`config.mk`:
```
export PLATFORM = sky130hd
export DESIGN_NAME = tiled_canvas_planner_core
export DESIGN_NICKNAME = d
export VERILOG_FILES = /design/src/hw/rtl/tcp_pkg.sv /design/src/hw/rtl/tcp_div.sv /design/src/hw/rtl/tiled_canvas_planner_core.sv
export SDC_FILE = /design/constraint.sdc
export NUM_CORES = 2
export LEC_CHECK = 0
export BUFFER_PORTS_ARGS = -buffer_cell sky130_fd_sc_hd__buf_2
export CAP_MARGIN = 15
export CORE_ASPECT_RATIO = 1.4
export CORE_MARGIN = 4
export CORE_UTILIZATION = 64
export CTS_CLUSTER_DIAMETER = 40
export DETAILED_ROUTE_END_ITERATION = 8
export PLACE_DENSITY = 0.85
export SETUP_SLACK_MARGIN = 0.05
export SLEW_MARGIN = 20
export SYNTH_ARGS = -nofsm -noshare
export SYNTH_HDL_FRONTEND = slang
export SYNTH_SLANG_ARGS = --single-unit
```
`constraint.sdc`:
```
create_clock -name clk -period 10.2 [get_ports clk]
set_input_delay 1.02 -clock clk [delete_from_list [all_inputs] [get_ports clk]]
set_output_delay 1.02 -clock clk [all_outputs]
set_load 0.01 [all_outputs]
```
`src/hw/rtl/tcp_pkg.sv`:
```
// ----------------------------------------------------------------------------
// tcp_pkg
// Shared types, widths and codes of the tiled canvas planner.
// ----------------------------------------------------------------------------
package tcp_pkg;

    localparam int TILE_LIMIT_DEF = 16;
    localparam int MAX_SIDE_DEF   = 16384;
    localparam int TILE_SIDE_MAX  = 1024;

    localparam int TILE_CAP_W  = 5;
    localparam int TILE_SIDE_W = 11;
    localparam int IMG_W       = 15;
    localparam int TILES_W     = 5;
    localparam int GRID_ID_W   = 6;

    localparam int CFG_IDX_W  = 2;
    localparam int CFG_DATA_W = 11;

    localparam logic [CFG_IDX_W-1:0] CFG_TILE_CAP  = 2'd0;
    localparam logic [CFG_IDX_W-1:0] CFG_TILE_SIDE = 2'd1;

    localparam logic [TILE_CAP_W-1:0]  TILE_CAP_RST  = 5'd4;
    localparam logic [TILE_SIDE_W-1:0] TILE_SIDE_RST = 11'd560;

    typedef enum logic [3:0] {
        S_IDLE,
        S_PICK,
        S_MUL1,
        S_MUL2,
        S_DECIDE,
        S_FIT1,
        S_FIT2,
        S_FIT3,
        S_FIT4,
        S_DIV,
        S_DONE
    } state_t;

    typedef enum logic [1:0] {
        MS_CAND,
        MS_BEST,
        MS_TWH,
        MS_THW
    } mul_sel_t;

endpackage

```
`src/hw/rtl/tcp_div.sv`:
```
// ----------------------------------------------------------------------------
// tcp_div
// Restoring divider, one quotient bit per cycle. The caller guarantees
// that the quotient fits in QUO_W bits.
// ----------------------------------------------------------------------------
module tcp_div #(
    parameter int DEN_W = 15,
    parameter int QUO_W = 15
) (
    input  logic                   clk,
    input  logic                   rst_n,
    input  logic                   start,
    input  logic [DEN_W+QUO_W-1:0] num,
    input  logic [DEN_W-1:0]       den,
    output logic                   busy,
    output logic                   done,
    output logic [QUO_W-1:0]       quo
);

    localparam int NUM_W = DEN_W + QUO_W;
    localparam int CNT_W = $clog2(QUO_W + 1);

    logic [DEN_W-1:0] rem_reg;
    logic [DEN_W-1:0] rem_next;
    logic [QUO_W-1:0] lo_reg;
    logic [QUO_W-1:0] lo_next;
    logic [DEN_W-1:0] den_reg;
    logic [CNT_W-1:0] cnt_reg;
    logic             done_reg;
    logic [DEN_W:0]   trial;
    logic [DEN_W:0]   diff;
    logic             ge;

    always_comb
    begin
        trial    = {rem_reg, lo_reg[QUO_W-1]};
        diff     = trial - {1'b0, den_reg};
        ge       = trial >= {1'b0, den_reg};
        rem_next = ge ? diff[DEN_W-1:0] : trial[DEN_W-1:0];
        lo_next  = {lo_reg[QUO_W-2:0], ge};
    end

    always_ff @(posedge clk or negedge rst_n)
    begin
        if (!rst_n)
        begin
            cnt_reg  <= '0;
            done_reg <= 1'b0;
        end
        else
        begin
            done_reg <= (cnt_reg == CNT_W'(1));
            if (start)
            begin
                cnt_reg <= CNT_W'(QUO_W);
            end
            else if (cnt_reg != '0)
            begin
                cnt_reg <= cnt_reg - CNT_W'(1);
            end
        end
    end

    always_ff @(posedge clk)
    begin
        if (start)
        begin
            rem_reg <= num[NUM_W-1:QUO_W];
            lo_reg  <= num[QUO_W-1:0];
            den_reg <= den;
        end
        else if (cnt_reg != '0)
        begin
            rem_reg <= rem_next;
            lo_reg  <= lo_next;
        end
    end

    assign busy = (cnt_reg != '0);
    assign done = done_reg;
    assign quo  = lo_reg;

endmodule

```
`src/hw/rtl/tiled_canvas_planner_core.sv`:
```
// ----------------------------------------------------------------------------
// tiled_canvas_planner_core
// Picks the tile grid and resize target for one image.
//
// Channels: cfg (index, data) writes the tile cap (index 0) and tile_side
// (index 1); it is always ready and should be used only while idle. img
// carries one word of img_height/img_width; plan returns one word per
// image with the grid, its one-based id and the fitted size.
// The candidate grids number 8 at tile cap 4 and 50 at 16; the divider
// quotient is the canvas side width (15 bits with default parameters).
// Each grid takes two products from the single shared multiplier for the exact
// cross-product compare; the fitted side comes from a one-bit-per-cycle
// divider. One image is worked at a time: img_ready is high only while the
// sequencer is idle, so a new image waits until the last plan has been
// handed to the output register.
// The result sits in an output register, so a new image is accepted while a
// stalled plan word waits; a finished plan holds until that register frees up.
// Reset: tile cap = 4, tile_side = 560, no plan pending.
// ----------------------------------------------------------------------------
module tiled_canvas_planner_core #(
    parameter int TILE_LIMIT = tcp_pkg::TILE_LIMIT_DEF,
    parameter int MAX_SIDE   = tcp_pkg::MAX_SIDE_DEF
) (
    input  logic                            clk,
    input  logic                            rst_n,
    input  logic                            cfg_valid,
    output logic                            cfg_ready,
    input  logic [tcp_pkg::CFG_IDX_W-1:0]   cfg_index,
    input  logic [tcp_pkg::CFG_DATA_W-1:0]  cfg_data,
    input  logic                            img_valid,
    output logic                            img_ready,
    input  logic [tcp_pkg::IMG_W-1:0]       img_height,
    input  logic [tcp_pkg::IMG_W-1:0]       img_width,
    output logic                            plan_valid,
    input  logic                            plan_ready,
    output logic [tcp_pkg::TILES_W-1:0]     tile_rows,
    output logic [tcp_pkg::TILES_W-1:0]     tile_cols,
    output logic [tcp_pkg::TILES_W-1:0]     tiles_used,
    output logic [tcp_pkg::GRID_ID_W-1:0]   grid_id,
    output logic [tcp_pkg::IMG_W-1:0]       fitted_height,
    output logic [tcp_pkg::IMG_W-1:0]       fitted_width
);

    import tcp_pkg::*;

    localparam int RC_W   = $clog2(TILE_LIMIT + 1);
    localparam int SIDE_W = $clog2(MAX_SIDE + 1);
    localparam int CAN_W  = $clog2(TILE_LIMIT * TILE_SIDE_MAX + 1);
    localparam int RS_W   = $clog2(TILE_LIMIT * MAX_SIDE + 1);
    localparam int ID_W   = $clog2(TILE_LIMIT * TILE_LIMIT + 1);
    localparam int MUL_W  = CAN_W + SIDE_W;

    // control
    state_t                 state_reg;
    state_t                 state_next;
    logic [TILE_CAP_W-1:0]  tile_cap_reg;
    logic [TILE_SIDE_W-1:0] tile_side_reg;
    logic                   plan_valid_reg;

    logic     slot_free;
    logic     accept;
    logic     pick_en;
    logic     decide_en;
    logic     lhs_load;
    logic     clamp_en;
    logic     div_start;
    logic     fit_load;
    logic     out_load;
    mul_sel_t mul_sel;

    // working set
    logic [SIDE_W-1:0]      h_reg;
    logic [SIDE_W-1:0]      w_reg;
    logic [RC_W-1:0]        lim_reg;
    logic [TILE_SIDE_W-1:0] t_reg;

    logic [RC_W-1:0]  r_reg;
    logic [RC_W-1:0]  c_reg;
    logic [RC_W-1:0]  area_reg;
    logic [ID_W-1:0]  id_reg;
    logic [CAN_W-1:0] rt_reg;
    logic [CAN_W-1:0] ct_reg;
    logic [RS_W-1:0]  rw_reg;
    logic [RS_W-1:0]  chh_reg;

    logic [CAN_W-1:0]  cp_reg;
    logic [SIDE_W-1:0] cq_reg;
    logic              cup_reg;
    logic [RC_W-1:0]   carea_reg;
    logic [RC_W-1:0]   crows_reg;
    logic [RC_W-1:0]   ccols_reg;
    logic [ID_W-1:0]   cid_reg;
    logic [CAN_W-1:0]  crt_reg;
    logic [CAN_W-1:0]  cct_reg;
    logic              cand_last_reg;

    logic              have_reg;
    logic              bup_reg;
    logic [CAN_W-1:0]  bp_reg;
    logic [SIDE_W-1:0] bq_reg;
    logic [RC_W-1:0]   barea_reg;
    logic [RC_W-1:0]   brows_reg;
    logic [RC_W-1:0]   bcols_reg;
    logic [ID_W-1:0]   bid_reg;
    logic [CAN_W-1:0]  brt_reg;
    logic [CAN_W-1:0]  bct_reg;

    logic [MUL_W-1:0]  prod_reg;
    logic [MUL_W-1:0]  lhs_reg;
    logic [CAN_W-1:0]  th_reg;
    logic [CAN_W-1:0]  tw_reg;
    logic              sel_w_reg;
    logic [CAN_W-1:0]  side_lim_reg;
    logic [CAN_W-1:0]  fh_reg;
    logic [CAN_W-1:0]  fw_reg;

    logic [TILES_W-1:0]   rows_out_reg;
    logic [TILES_W-1:0]   cols_out_reg;
    logic [TILES_W-1:0]   count_out_reg;
    logic [GRID_ID_W-1:0] id_out_reg;
    logic [IMG_W-1:0]     fh_out_reg;
    logic [IMG_W-1:0]     fw_out_reg;

    // combinational
    logic [31:0]            ih32, iw32, mt32, ts32;
    logic [31:0]            hc32, wc32, lc32, tc32;
    logic [SIDE_W-1:0]      h_in, w_in;
    logic [RC_W-1:0]        lim_in;
    logic [TILE_SIDE_W-1:0] t_in;

    logic              pick_rw_le;
    logic [CAN_W-1:0]  pick_p;
    logic [SIDE_W-1:0] pick_q;
    logic [RC_W:0]     area_sum;
    logic              col_fits;
    logic              row_last;

    logic [CAN_W-1:0]  mul_a;
    logic [SIDE_W-1:0] mul_b;
    logic [MUL_W-1:0]  mul_prod;

    logic              better;
    logic [31:0]       h32, w32, t32, brt32, bct32, th32, tw32;
    logic              narrow;
    logic [MUL_W-1:0]  div_num;
    logic [SIDE_W-1:0] div_den;
    logic              div_busy;
    logic              div_done;
    logic [CAN_W-1:0]  div_quo;
    logic [CAN_W-1:0]  other_side;
    logic [31:0]       rows32, cols32, area32, id32, fh32, fw32;

    // ---------------- input clamps ----------------
    always_comb
    begin
        ih32 = 32'(img_height);
        iw32 = 32'(img_width);
        mt32 = 32'(tile_cap_reg);
        ts32 = 32'(tile_side_reg);
        hc32 = (ih32 == 32'd0) ? 32'd1 : ((ih32 > 32'(MAX_SIDE)) ? 32'(MAX_SIDE) : ih32);
        wc32 = (iw32 == 32'd0) ? 32'd1 : ((iw32 > 32'(MAX_SIDE)) ? 32'(MAX_SIDE) : iw32);
        lc32 = (mt32 == 32'd0) ? 32'd1 : ((mt32 > 32'(TILE_LIMIT)) ? 32'(TILE_LIMIT) : mt32);
        tc32 = (ts32 == 32'd0) ? 32'd1 :
               ((ts32 > 32'(TILE_SIDE_MAX)) ? 32'(TILE_SIDE_MAX) : ts32);
        h_in   = hc32[SIDE_W-1:0];
        w_in   = wc32[SIDE_W-1:0];
        lim_in = lc32[RC_W-1:0];
        t_in   = tc32[TILE_SIDE_W-1:0];
    end

    // ---------------- grid walk ----------------
    always_comb
    begin
        pick_rw_le = (rw_reg <= chh_reg);
        pick_p     = pick_rw_le ? rt_reg : ct_reg;
        pick_q     = pick_rw_le ? h_reg : w_reg;
        area_sum   = {1'b0, area_reg} + {1'b0, r_reg};
        col_fits   = (area_sum <= {1'b0, lim_reg});
        row_last   = (r_reg == lim_reg);
    end

    // ---------------- shared multiplier ----------------
    always_comb
    begin
        case (mul_sel)
            MS_CAND:
            begin
                mul_a = cp_reg;
                mul_b = bq_reg;
            end
            MS_BEST:
            begin
                mul_a = bp_reg;
                mul_b = cq_reg;
            end
            MS_TWH:
            begin
                mul_a = tw_reg;
                mul_b = h_reg;
            end
            MS_THW:
            begin
                mul_a = th_reg;
                mul_b = w_reg;
            end
            default:
            begin
                mul_a = cp_reg;
                mul_b = bq_reg;
            end
        endcase
        mul_prod = {{SIDE_W{1'b0}}, mul_a} * {{CAN_W{1'b0}}, mul_b};
    end

    // ---------------- compare and fit ----------------
    always_comb
    begin
        if (!have_reg)
        begin
            better = 1'b1;
        end
        else if (cup_reg != bup_reg)
        begin
            better = cup_reg;
        end
        else if (lhs_reg == prod_reg)
        begin
            better = (carea_reg < barea_reg);
        end
        else if (cup_reg)
        begin
            better = (lhs_reg < prod_reg);
        end
        else
        begin
            better = (lhs_reg > prod_reg);
        end

        h32   = 32'(h_reg);
        w32   = 32'(w_reg);
        t32   = 32'(t_reg);
        brt32 = 32'(brt_reg);
        bct32 = 32'(bct_reg);
        th32  = (h32 < t32) ? t32 : ((h32 > brt32) ? brt32 : h32);
        tw32  = (w32 < t32) ? t32 : ((w32 > bct32) ? bct32 : w32);

        // lhs holds tw*h, prod holds th*w
        narrow  = (lhs_reg < prod_reg);
        div_num = narrow ? lhs_reg : prod_reg;
        div_den = narrow ? w_reg : h_reg;

        if (div_quo == '0)
        begin
            other_side = CAN_W'(1);
        end
        else if (div_quo > side_lim_reg)
        begin
            other_side = side_lim_reg;
        end
        else
        begin
            other_side = div_quo;
        end

        rows32 = 32'(brows_reg);
        cols32 = 32'(bcols_reg);
        area32 = 32'(barea_reg);
        id32   = 32'(bid_reg);
        fh32   = 32'(fh_reg);
        fw32   = 32'(fw_reg);
    end

    tcp_div #(
        .DEN_W (SIDE_W),
        .QUO_W (CAN_W)
    ) u_div (
        .clk   (clk),
        .rst_n (rst_n),
        .start (div_start),
        .num   (div_num),
        .den   (div_den),
        .busy  (div_busy),
        .done  (div_done),
        .quo   (div_quo)
    );

    // ---------------- sequencer ----------------
    always_comb
    begin
        state_next = state_reg;
        case (state_reg)
            S_IDLE:   if (img_valid) state_next = S_PICK;
            S_PICK:   state_next = S_MUL1;
            S_MUL1:   state_next = S_MUL2;
            S_MUL2:   state_next = S_DECIDE;
            S_DECIDE: state_next = cand_last_reg ? S_FIT1 : S_MUL1;
            S_FIT1:   state_next = S_FIT2;
            S_FIT2:   state_next = S_FIT3;
            S_FIT3:   state_next = S_FIT4;
            S_FIT4:   state_next = S_DIV;
            S_DIV:    if (div_done) state_next = S_DONE;
            S_DONE:   if (slot_free) state_next = S_IDLE;
            default:  state_next = S_IDLE;
        endcase
    end

    always_comb
    begin
        img_ready = 1'b0;
        pick_en   = 1'b0;
        decide_en = 1'b0;
        lhs_load  = 1'b0;
        clamp_en  = 1'b0;
        div_start = 1'b0;
        fit_load  = 1'b0;
        out_load  = 1'b0;
        mul_sel   = MS_CAND;
        case (state_reg)
            S_IDLE:   img_ready = 1'b1;
            S_PICK:   pick_en = 1'b1;
            S_MUL1:   mul_sel = MS_CAND;
            S_MUL2:
            begin
                mul_sel  = MS_BEST;
                lhs_load = 1'b1;
            end
            S_DECIDE:
            begin
                decide_en = 1'b1;
                pick_en   = !cand_last_reg;
            end
            S_FIT1:   clamp_en = 1'b1;
            S_FIT2:   mul_sel = MS_TWH;
            S_FIT3:
            begin
                mul_sel  = MS_THW;
                lhs_load = 1'b1;
            end
            S_FIT4:   div_start = 1'b1;
            S_DIV:    fit_load = div_done;
            S_DONE:   out_load = slot_free;
            default:  img_ready = 1'b0;
        endcase
    end

    assign slot_free = !plan_valid_reg || plan_ready;
    assign accept    = img_valid && img_ready;

    always_ff @(posedge clk or negedge rst_n)
    begin
        if (!rst_n)
        begin
            state_reg      <= S_IDLE;
            tile_cap_reg   <= TILE_CAP_RST;
            tile_side_reg  <= TILE_SIDE_RST;
            plan_valid_reg <= 1'b0;
        end
        else
        begin
            state_reg <= state_next;
            if (cfg_valid && cfg_ready)
            begin
                case (cfg_index)
                    CFG_TILE_CAP:  tile_cap_reg <= cfg_data[TILE_CAP_W-1:0];
                    CFG_TILE_SIDE: tile_side_reg <= cfg_data[TILE_SIDE_W-1:0];
                    default: ;
                endcase
            end
            if (out_load)
            begin
                plan_valid_reg <= 1'b1;
            end
            else if (plan_ready)
            begin
                plan_valid_reg <= 1'b0;
            end
        end
    end

    // ---------------- datapath ----------------
    always_ff @(posedge clk)
    begin
        prod_reg <= mul_prod;

        if (accept)
        begin
            h_reg    <= h_in;
            w_reg    <= w_in;
            lim_reg  <= lim_in;
            t_reg    <= t_in;
            r_reg    <= RC_W'(1);
            c_reg    <= RC_W'(1);
            area_reg <= RC_W'(1);
            id_reg   <= ID_W'(1);
            rt_reg   <= CAN_W'(t_in);
            ct_reg   <= CAN_W'(t_in);
            rw_reg   <= RS_W'(w_in);
            chh_reg  <= RS_W'(h_in);
            have_reg <= 1'b0;
        end

        if (pick_en)
        begin
            cp_reg        <= pick_p;
            cq_reg        <= pick_q;
            carea_reg     <= area_reg;
            crows_reg     <= r_reg;
            ccols_reg     <= c_reg;
            cid_reg       <= id_reg;
            crt_reg       <= rt_reg;
            cct_reg       <= ct_reg;
            cand_last_reg <= !col_fits && row_last;
            if (col_fits)
            begin
                c_reg    <= c_reg + RC_W'(1);
                area_reg <= area_sum[RC_W-1:0];
                id_reg   <= id_reg + ID_W'(1);
                ct_reg   <= ct_reg + CAN_W'(t_reg);
                chh_reg  <= chh_reg + RS_W'(h_reg);
            end
            else if (!row_last)
            begin
                r_reg    <= r_reg + RC_W'(1);
                c_reg    <= RC_W'(1);
                area_reg <= r_reg + RC_W'(1);
                id_reg   <= id_reg + ID_W'(1);
                rt_reg   <= rt_reg + CAN_W'(t_reg);
                rw_reg   <= rw_reg + RS_W'(w_reg);
                ct_reg   <= CAN_W'(t_reg);
                chh_reg  <= RS_W'(h_reg);
            end
        end

        if (state_reg == S_MUL1)
        begin
            cup_reg <= (32'(cp_reg) >= 32'(cq_reg));
        end

        if (lhs_load)
        begin
            lhs_reg <= prod_reg;
        end

        if (decide_en && better)
        begin
            have_reg  <= 1'b1;
            bup_reg   <= cup_reg;
            bp_reg    <= cp_reg;
            bq_reg    <= cq_reg;
            barea_reg <= carea_reg;
            brows_reg <= crows_reg;
            bcols_reg <= ccols_reg;
            bid_reg   <= cid_reg;
            brt_reg   <= crt_reg;
            bct_reg   <= cct_reg;
        end

        if (clamp_en)
        begin
            th_reg <= th32[CAN_W-1:0];
            tw_reg <= tw32[CAN_W-1:0];
        end

        if (div_start)
        begin
            sel_w_reg    <= narrow;
            side_lim_reg <= narrow ? th_reg : tw_reg;
        end

        if (fit_load)
        begin
            if (sel_w_reg)
            begin
                fh_reg <= other_side;
                fw_reg <= tw_reg;
            end
            else
            begin
                fh_reg <= th_reg;
                fw_reg <= other_side;
            end
        end

        if (out_load)
        begin
            rows_out_reg  <= rows32[TILES_W-1:0];
            cols_out_reg  <= cols32[TILES_W-1:0];
            count_out_reg <= area32[TILES_W-1:0];
            id_out_reg    <= id32[GRID_ID_W-1:0];
            fh_out_reg    <= fh32[IMG_W-1:0];
            fw_out_reg    <= fw32[IMG_W-1:0];
        end
    end

    assign cfg_ready     = 1'b1;
    assign plan_valid    = plan_valid_reg;
    assign tile_rows     = rows_out_reg;
    assign tile_cols     = cols_out_reg;
    assign tiles_used    = count_out_reg;
    assign grid_id       = id_out_reg;
    assign fitted_height = fh_out_reg;
    assign fitted_width  = fw_out_reg;

    // ---------------- checks ----------------
    a_div_done_in_div: assert property (@(posedge clk) disable iff (!rst_n)
        div_done |-> state_reg == S_DIV)
        else $error("divider finished outside the divide step");

    a_div_running: assert property (@(posedge clk) disable iff (!rst_n)
        (state_reg == S_DIV) |-> (div_busy || div_done))
        else $error("divide step with idle divider");

    a_cand_area: assert property (@(posedge clk) disable iff (!rst_n)
        (state_reg == S_DECIDE) |-> (carea_reg != '0) && (carea_reg <= lim_reg))
        else $error("candidate grid exceeds tile limit");

    a_plan_from_done: assert property (@(posedge clk) disable iff (!rst_n)
        $rose(plan_valid_reg) |-> $past(state_reg) == S_DONE)
        else $error("plan word raised outside the handoff step");

endmodule
```
; ---- Word level (Yosys, flattened, before mapping)
; Cells that the tools add are included.
; W data, S select, Z words.
[op_classes]
n_mux = 81
n_reduce_logical = 23
eq_ne = 21
magnitude_cmp = 16
n_mul = 1
addsub = 10
[op_table]
columns = cell, count
row1 = $mux W15, 27
row2 = $mux W19, 8
row3 = $pmux W15 S4, 2
row4 = $mux W5, 13
row5 = $gt A15 B15 Y1, 3
row6 = $logic_not A15 Y1, 3
row7 = $mux W11, 4
row8 = $pmux W4 S11, 1
row9 = $add A19 B15 Y19, 2
row10 = $mux W9, 4
row11 = $add A15 B11 Y15, 2
row12 = $eq A30 B30 Y1, 1
row13 = $gt A15 B15 Y1 const B, 2
row14 = $gt A30 B30 Y1, 1
row15 = $lt A15 B11 Y1, 2
row16 = $lt A30 B30 Y1, 1
row17 = $mul A15 B15 Y30, 1
row18 = $mux W30, 1
row19 = $mux W4, 5
row20 = $le A19 B19 Y1, 1
row21 = $eq A4 B3 Y1 const B, 4
row22 = $ge A16 B15 Y1, 1
row23 = $ge A15 B15 Y1, 1
row24 = $sub A15 B15 Y15, 1
row25 = 33 further kinds, 61
[totals]
out_inout_bits = 54
input_bits = 48
register_bits = 562
word_cells = 210

; ---- Longest topological paths before layout
[logic_depth]
word_depth = 7
ltp_mapped = 29
depth_no_buf = 27

; ---- Cells and area by module
; A second synthesis with hierarchy kept.
[hier_totals]
hier_cells = 3289
area_unflattened_um2 = 35806.8
[by_module_without_submodules]
columns = module, seq_area_each_um2, area_each_um2, instances, cells_per_inst
row1 = tiled_canvas_planner_core, 13983.4, 32698.9, 1, 3020
row2 = tcp_div, 1476.4, 3108.0, 1, 269

; ---- Least setup slack after synthesis
; No wires, ideal clock.
[synth_path]
path_type = flip-flop to flip-flop
start = register lhs_reg[3]
end = register barea_reg[0], enable pin
path_stages_with_launch = 11
slack_ns = 1.663
arrival_ns = 7.902
required_time_ns = 9.565
path_cell_list = edfxtp_1 ha_1 a21o_1 a21o_1 a221oi_1 o22ai_1 a211oi_1 o21ai_0 clkbuf_1 mux2_2 o21ai_0
[synth_via]
elab_chain_cells = 6
word_cells_on_any_way = 8
cone_classes = order compare: 2 / eq/ne: 1 / mux: 4 / reduce/logical: 1
[synth_rtl]
columns = element, line_no
row1 = "start, declared", tiled_canvas_planner_core.sv:109  ; logic [MUL_W-1:0] lhs_reg;
row2 = "start signal, assigned", tiled_canvas_planner_core.sv:441  ; lhs_reg <= prod_reg;
row3 = $gt A30 B30 Y1 / $lt A30 B30 Y1 (equally long branches), "tiled_canvas_planner_core.sv:236, tiled_canvas_planner_core.sv:232"
row4 = $mux W1, tiled_canvas_planner_core.sv:230  ; else if (cup_reg)
row5 = $mux W1 *, tiled_canvas_planner_core.sv:226  ; else if (lhs_reg == prod_reg)
row6 = $mux W1 *, tiled_canvas_planner_core.sv:222  ; else if (cup_reg != bup_reg)
row7 = $mux W1 *, tiled_canvas_planner_core.sv:218  ; if (!have_reg)
row8 = $logic_and A1 B1 Y1 *, tiled_canvas_planner_core.sv:444  ; if (decide_en && better)
row9 = "end signal, assigned", tiled_canvas_planner_core.sv:450  ; barea_reg <= carea_reg;
row10 = "end, declared", tiled_canvas_planner_core.sv:101  ; logic [RC_W-1:0] barea_reg;
; Mark *: on every way between the ends. The rest lies on a longest branch, timed or not.
; A chain may end at the register's enable or synchronous reset.

; ---- Final worst setup path
[layout_path]
start = register state_reg[0]
end = register prod_reg[26]
[layout_via]
elab_chain_cells = 5
word_cells_on_any_way = 11
cone_classes = mul: 1 / eq/ne: 6 / mux: 3 / reduce/logical: 1
[layout_rtl]
columns = element, line_no
row1 = "start, declared", tiled_canvas_planner_core.sv:54  ; state_t state_reg;
row2 = "start signal, assigned", tiled_canvas_planner_core.sv:360  ; state_reg <= state_next;
row3 = $eq A4 B3 Y1 / $eq A4 B2 Y1 (equally long branches), tiled_canvas_planner_core.sv:318  ; case (state_reg)
row4 = $pmux W2 S3 *, tiled_canvas_planner_core.sv:318
row5 = $eq A2 B2 Y1 (tied with other cells), tiled_canvas_planner_core.sv:185  ; case (mul_sel)
row6 = $pmux W15 S4, tiled_canvas_planner_core.sv:185
row7 = $mul A15 B15 Y30 *, tiled_canvas_planner_core.sv:212  ; mul_prod = {{SIDE_W{1'b0}}, mul_a} * {{CAN_W{1'b0}}, mul_b};
row8 = named net mul_prod[26], tiled_canvas_planner_core.sv:140  ; logic [MUL_W-1:0] mul_prod;
row9 = "end signal, assigned", tiled_canvas_planner_core.sv:383  ; prod_reg <= mul_prod;
row10 = "end, declared", tiled_canvas_planner_core.sv:108  ; logic [MUL_W-1:0] prod_reg;
; The timed path passes the listed nets; every way through them passes the cells marked *.

==> impl_metrics.ini <==
[clock_network]
clockBufferDepth = 3
hold_buffers = 0
clk_pin_slew_ns = 0.06
ctsResizeCount = 0
cts-root-buf = clkbuf_16
cts-buffers-inserted = 70
clkSinkCount = 559
htreeDepth = 3
insertion_delay_ns = 0.64
cts_setup_buffers = 0
cts_tree = built

[logic_synthesis]
syn-num-nets = 3867
synth_ff_type = edfxtp_1
seq_area_frac_synth = 0.432
yosysWarnings = 0
syn-instance-count = 3334
syn_avg_cell_area_um2 = 10.7
async_flop_share = 0.0465
synth_seq_cells = 559
synth_edf_count = 413
synth_cell_types = 82
netlist_area_um2 = 35800

[final_layout]
syn2layout_area_growth_pct = 10.9
diodes = 0
drive_gt1_frac = 0.113
final_nets = 3991
final_util = 0.718

[drt]
drc = 0
drtPass1Iterations = 6
drt_iter0_markers = 2729
drt_wl_total_mm = 97.7
vias_per_cell = 6.29
vias = 26700
detail-route-antenna-nets = 0
avgRoutedWirePerCell_um = 23.0

[floorplan]
rows = 102
core_um2 = 55400
pin_count = 102
die_y_um = 288
die_w_um = 208
die-area_um2 = 59900
start_util = 0.647

[global_routing]
grt-busiest-layer = met2
grt_usage = 0.326
grtUsageMet2 = 0.572
grt_use_met1 = 0.358
antenna_found_initial = 1
grt_pass1_wl_mm = 152
grt_use_met3 = 0.0529
grt_max_degree = 86
grt_pass1_vias = 27700
grt_overflow = 0

[setup_path]
critPathRequiredTime_ns = 10.70
cp-startpoint = state_reg[0]$_DFFE_PN0P_
path_delay_family = adder cells
crit_buf_inv = 7
r2r_slack_ns = 1.98
critPathLaunchType = flop
worstPathMaxFanout = 34
reg2regPathDepth = 27
r2r-end = prod_reg[26]$_DFF_P_
worstPathArrival_ns = 8.72
worst_setup_path_end_kind = flop
critPathKind = flop to flop
crit_slowest_cell = nor2_4
reg2reg_from = state_reg[0]$_DFFE_PN0P_
max_stage_delay_ns = 0.60

[sta]
max_freq_mhz = 122
finClkSkew_ns = 0.0346
finalSetupTns_ns = 0
relSlewSlack = 0.120
setup_viol = 0
tightest_slew_ns = 1.30
rsz0062_at_grt = no
finalCriticalPeriod_ns = 8.22
hold_viol = 0
drv_slew = 0
fin_crit_sh = 0.805

[status]
status = finished, final reports clean

[hold_path]
min_to = brt_reg[5]$_DFFE_PP_
worstHoldStart = crt_reg[5]$_DFFE_PP_
hold_class = flop to flop
hold_depth = 0

[place]
dp_hpwl_mm = 72.9
routabilityCongestion = 0.989
io_buffer_count = 100

[job]
cap_viol_max_count = 0
==> through the flow <==
step / std cells / area, um2 / setup WS (ns) / hold WS, ns
floorplan: 3334 / 35800 / 1.66 / 0.400
global placement: 4114 / 37300 / 2.14 / 0.400
detailed placement: 4114 / 37300 / 2.09 / 0.405
CTS: 4244 / 39700 / 2.07 / 0.406
global route: 4244 / 39700 / 1.35 / 0.412
finish: 4244 / 39700 / 1.98 / 0.402
==> synthesized netlist by cell type (22+ instances only) <==
cell / number / share of area
o21a_1: 33 / 0.0069
nor2b_1: 52 / 0.0091
mux2i_1: 144 / 0.040
nor3_1: 34 / 0.0048
edfxtp_1: 413 / 0.35
and2_1: 25 / 0.0044
clkbuf_1: 84 / 0.0088
o31ai_1: 30 / 0.0063
o21ai_0: 127 / 0.018
fa_1: 173 / 0.097
nand2_1: 329 / 0.034
ha_1: 312 / 0.11
xnor2_1: 52 / 0.013
a21oi_1: 119 / 0.017
xor2_1: 31 / 0.0076
nor2_1: 228 / 0.024
a21o_1: 83 / 0.017
dfrtp_1: 22 / 0.015
inv_1: 406 / 0.043
o21ai_1: 24 / 0.0034
nand2b_1: 25 / 0.0044
mux2_2: 81 / 0.025
a31oi_1: 23 / 0.0040
nand4_1: 59 / 0.010
nand3_1: 39 / 0.0054
dfxtp_1: 120 / 0.067
==> cell families (layout without fill, tap and decap cells) <==
group	after synthesis	in the layout	share of synthesized area
and+or+nand+nor	869	869	0.112
AOI/OAI and AO/OA	596	596	0.110
DFF	559	559	0.432
buffers and inverters	516	698	0.0549
adders and majority gates	485	485	0.206
muxes	225	225	0.0657
xor gates and xnor gates	83	83	0.0203
other	1	1	0.000105
==> layout by cell type, fill, tap and decap left out, types with 52 or more instances in the layout <==
cell type,count
nand4_1,59
mux2_2,81
buf_2,100
buf_4,59
o21ai_0,123
fa_1,173
nand2_1,329
nor2_1,224
a21o_1,83
edfxtp_1,413
mux2i_1,144
xnor2_1,52
inv_1,405
ha_1,312
a21oi_1,119
clkbuf_16,71
dfxtp_1,120
==> layout make-up <==
| cell class | instances | area (um2) |
|---|---|---|
| multi-input combinational | 2259 | 18500 |
| fill | 3760 | 15600 |
| sequential | 559 | 15500 |
| clock buffer | 85 | 1840 |
| inverter | 408 | 1530 |
| timing repair buffer | 160 | 955 |
| tap | 728 | 911 |
| clock inverter | 45 | 567 |
==> worst max path at each step <==
stage | to | cells past startpoint
6_report | prod_reg[26]$_DFF_P_ | 27
5_1_grt | prod_reg[26]$_DFF_P_ | 27
3_3_place_gp | prod_reg[26]$_DFF_P_ | 27
3_5_place_dp | prod_reg[26]$_DFF_P_ | 27
2_1_floorplan | barea_reg[0]$_DFFE_PP_ | 10
4_1_cts | prod_reg[26]$_DFF_P_ | 27
==> per-layer routing <==
layer | routed length (um) | vias up
li1 | - | 12000
met2 | 48600 | 1344
met1 | 33000 | 12900
met4 | 8910 | 2
met3 | 7140 | 454
met5 | 13 | -
Power is not shown: default switching activity piles up to over one toggle a cycle in this logic, so the estimate is an artifact.
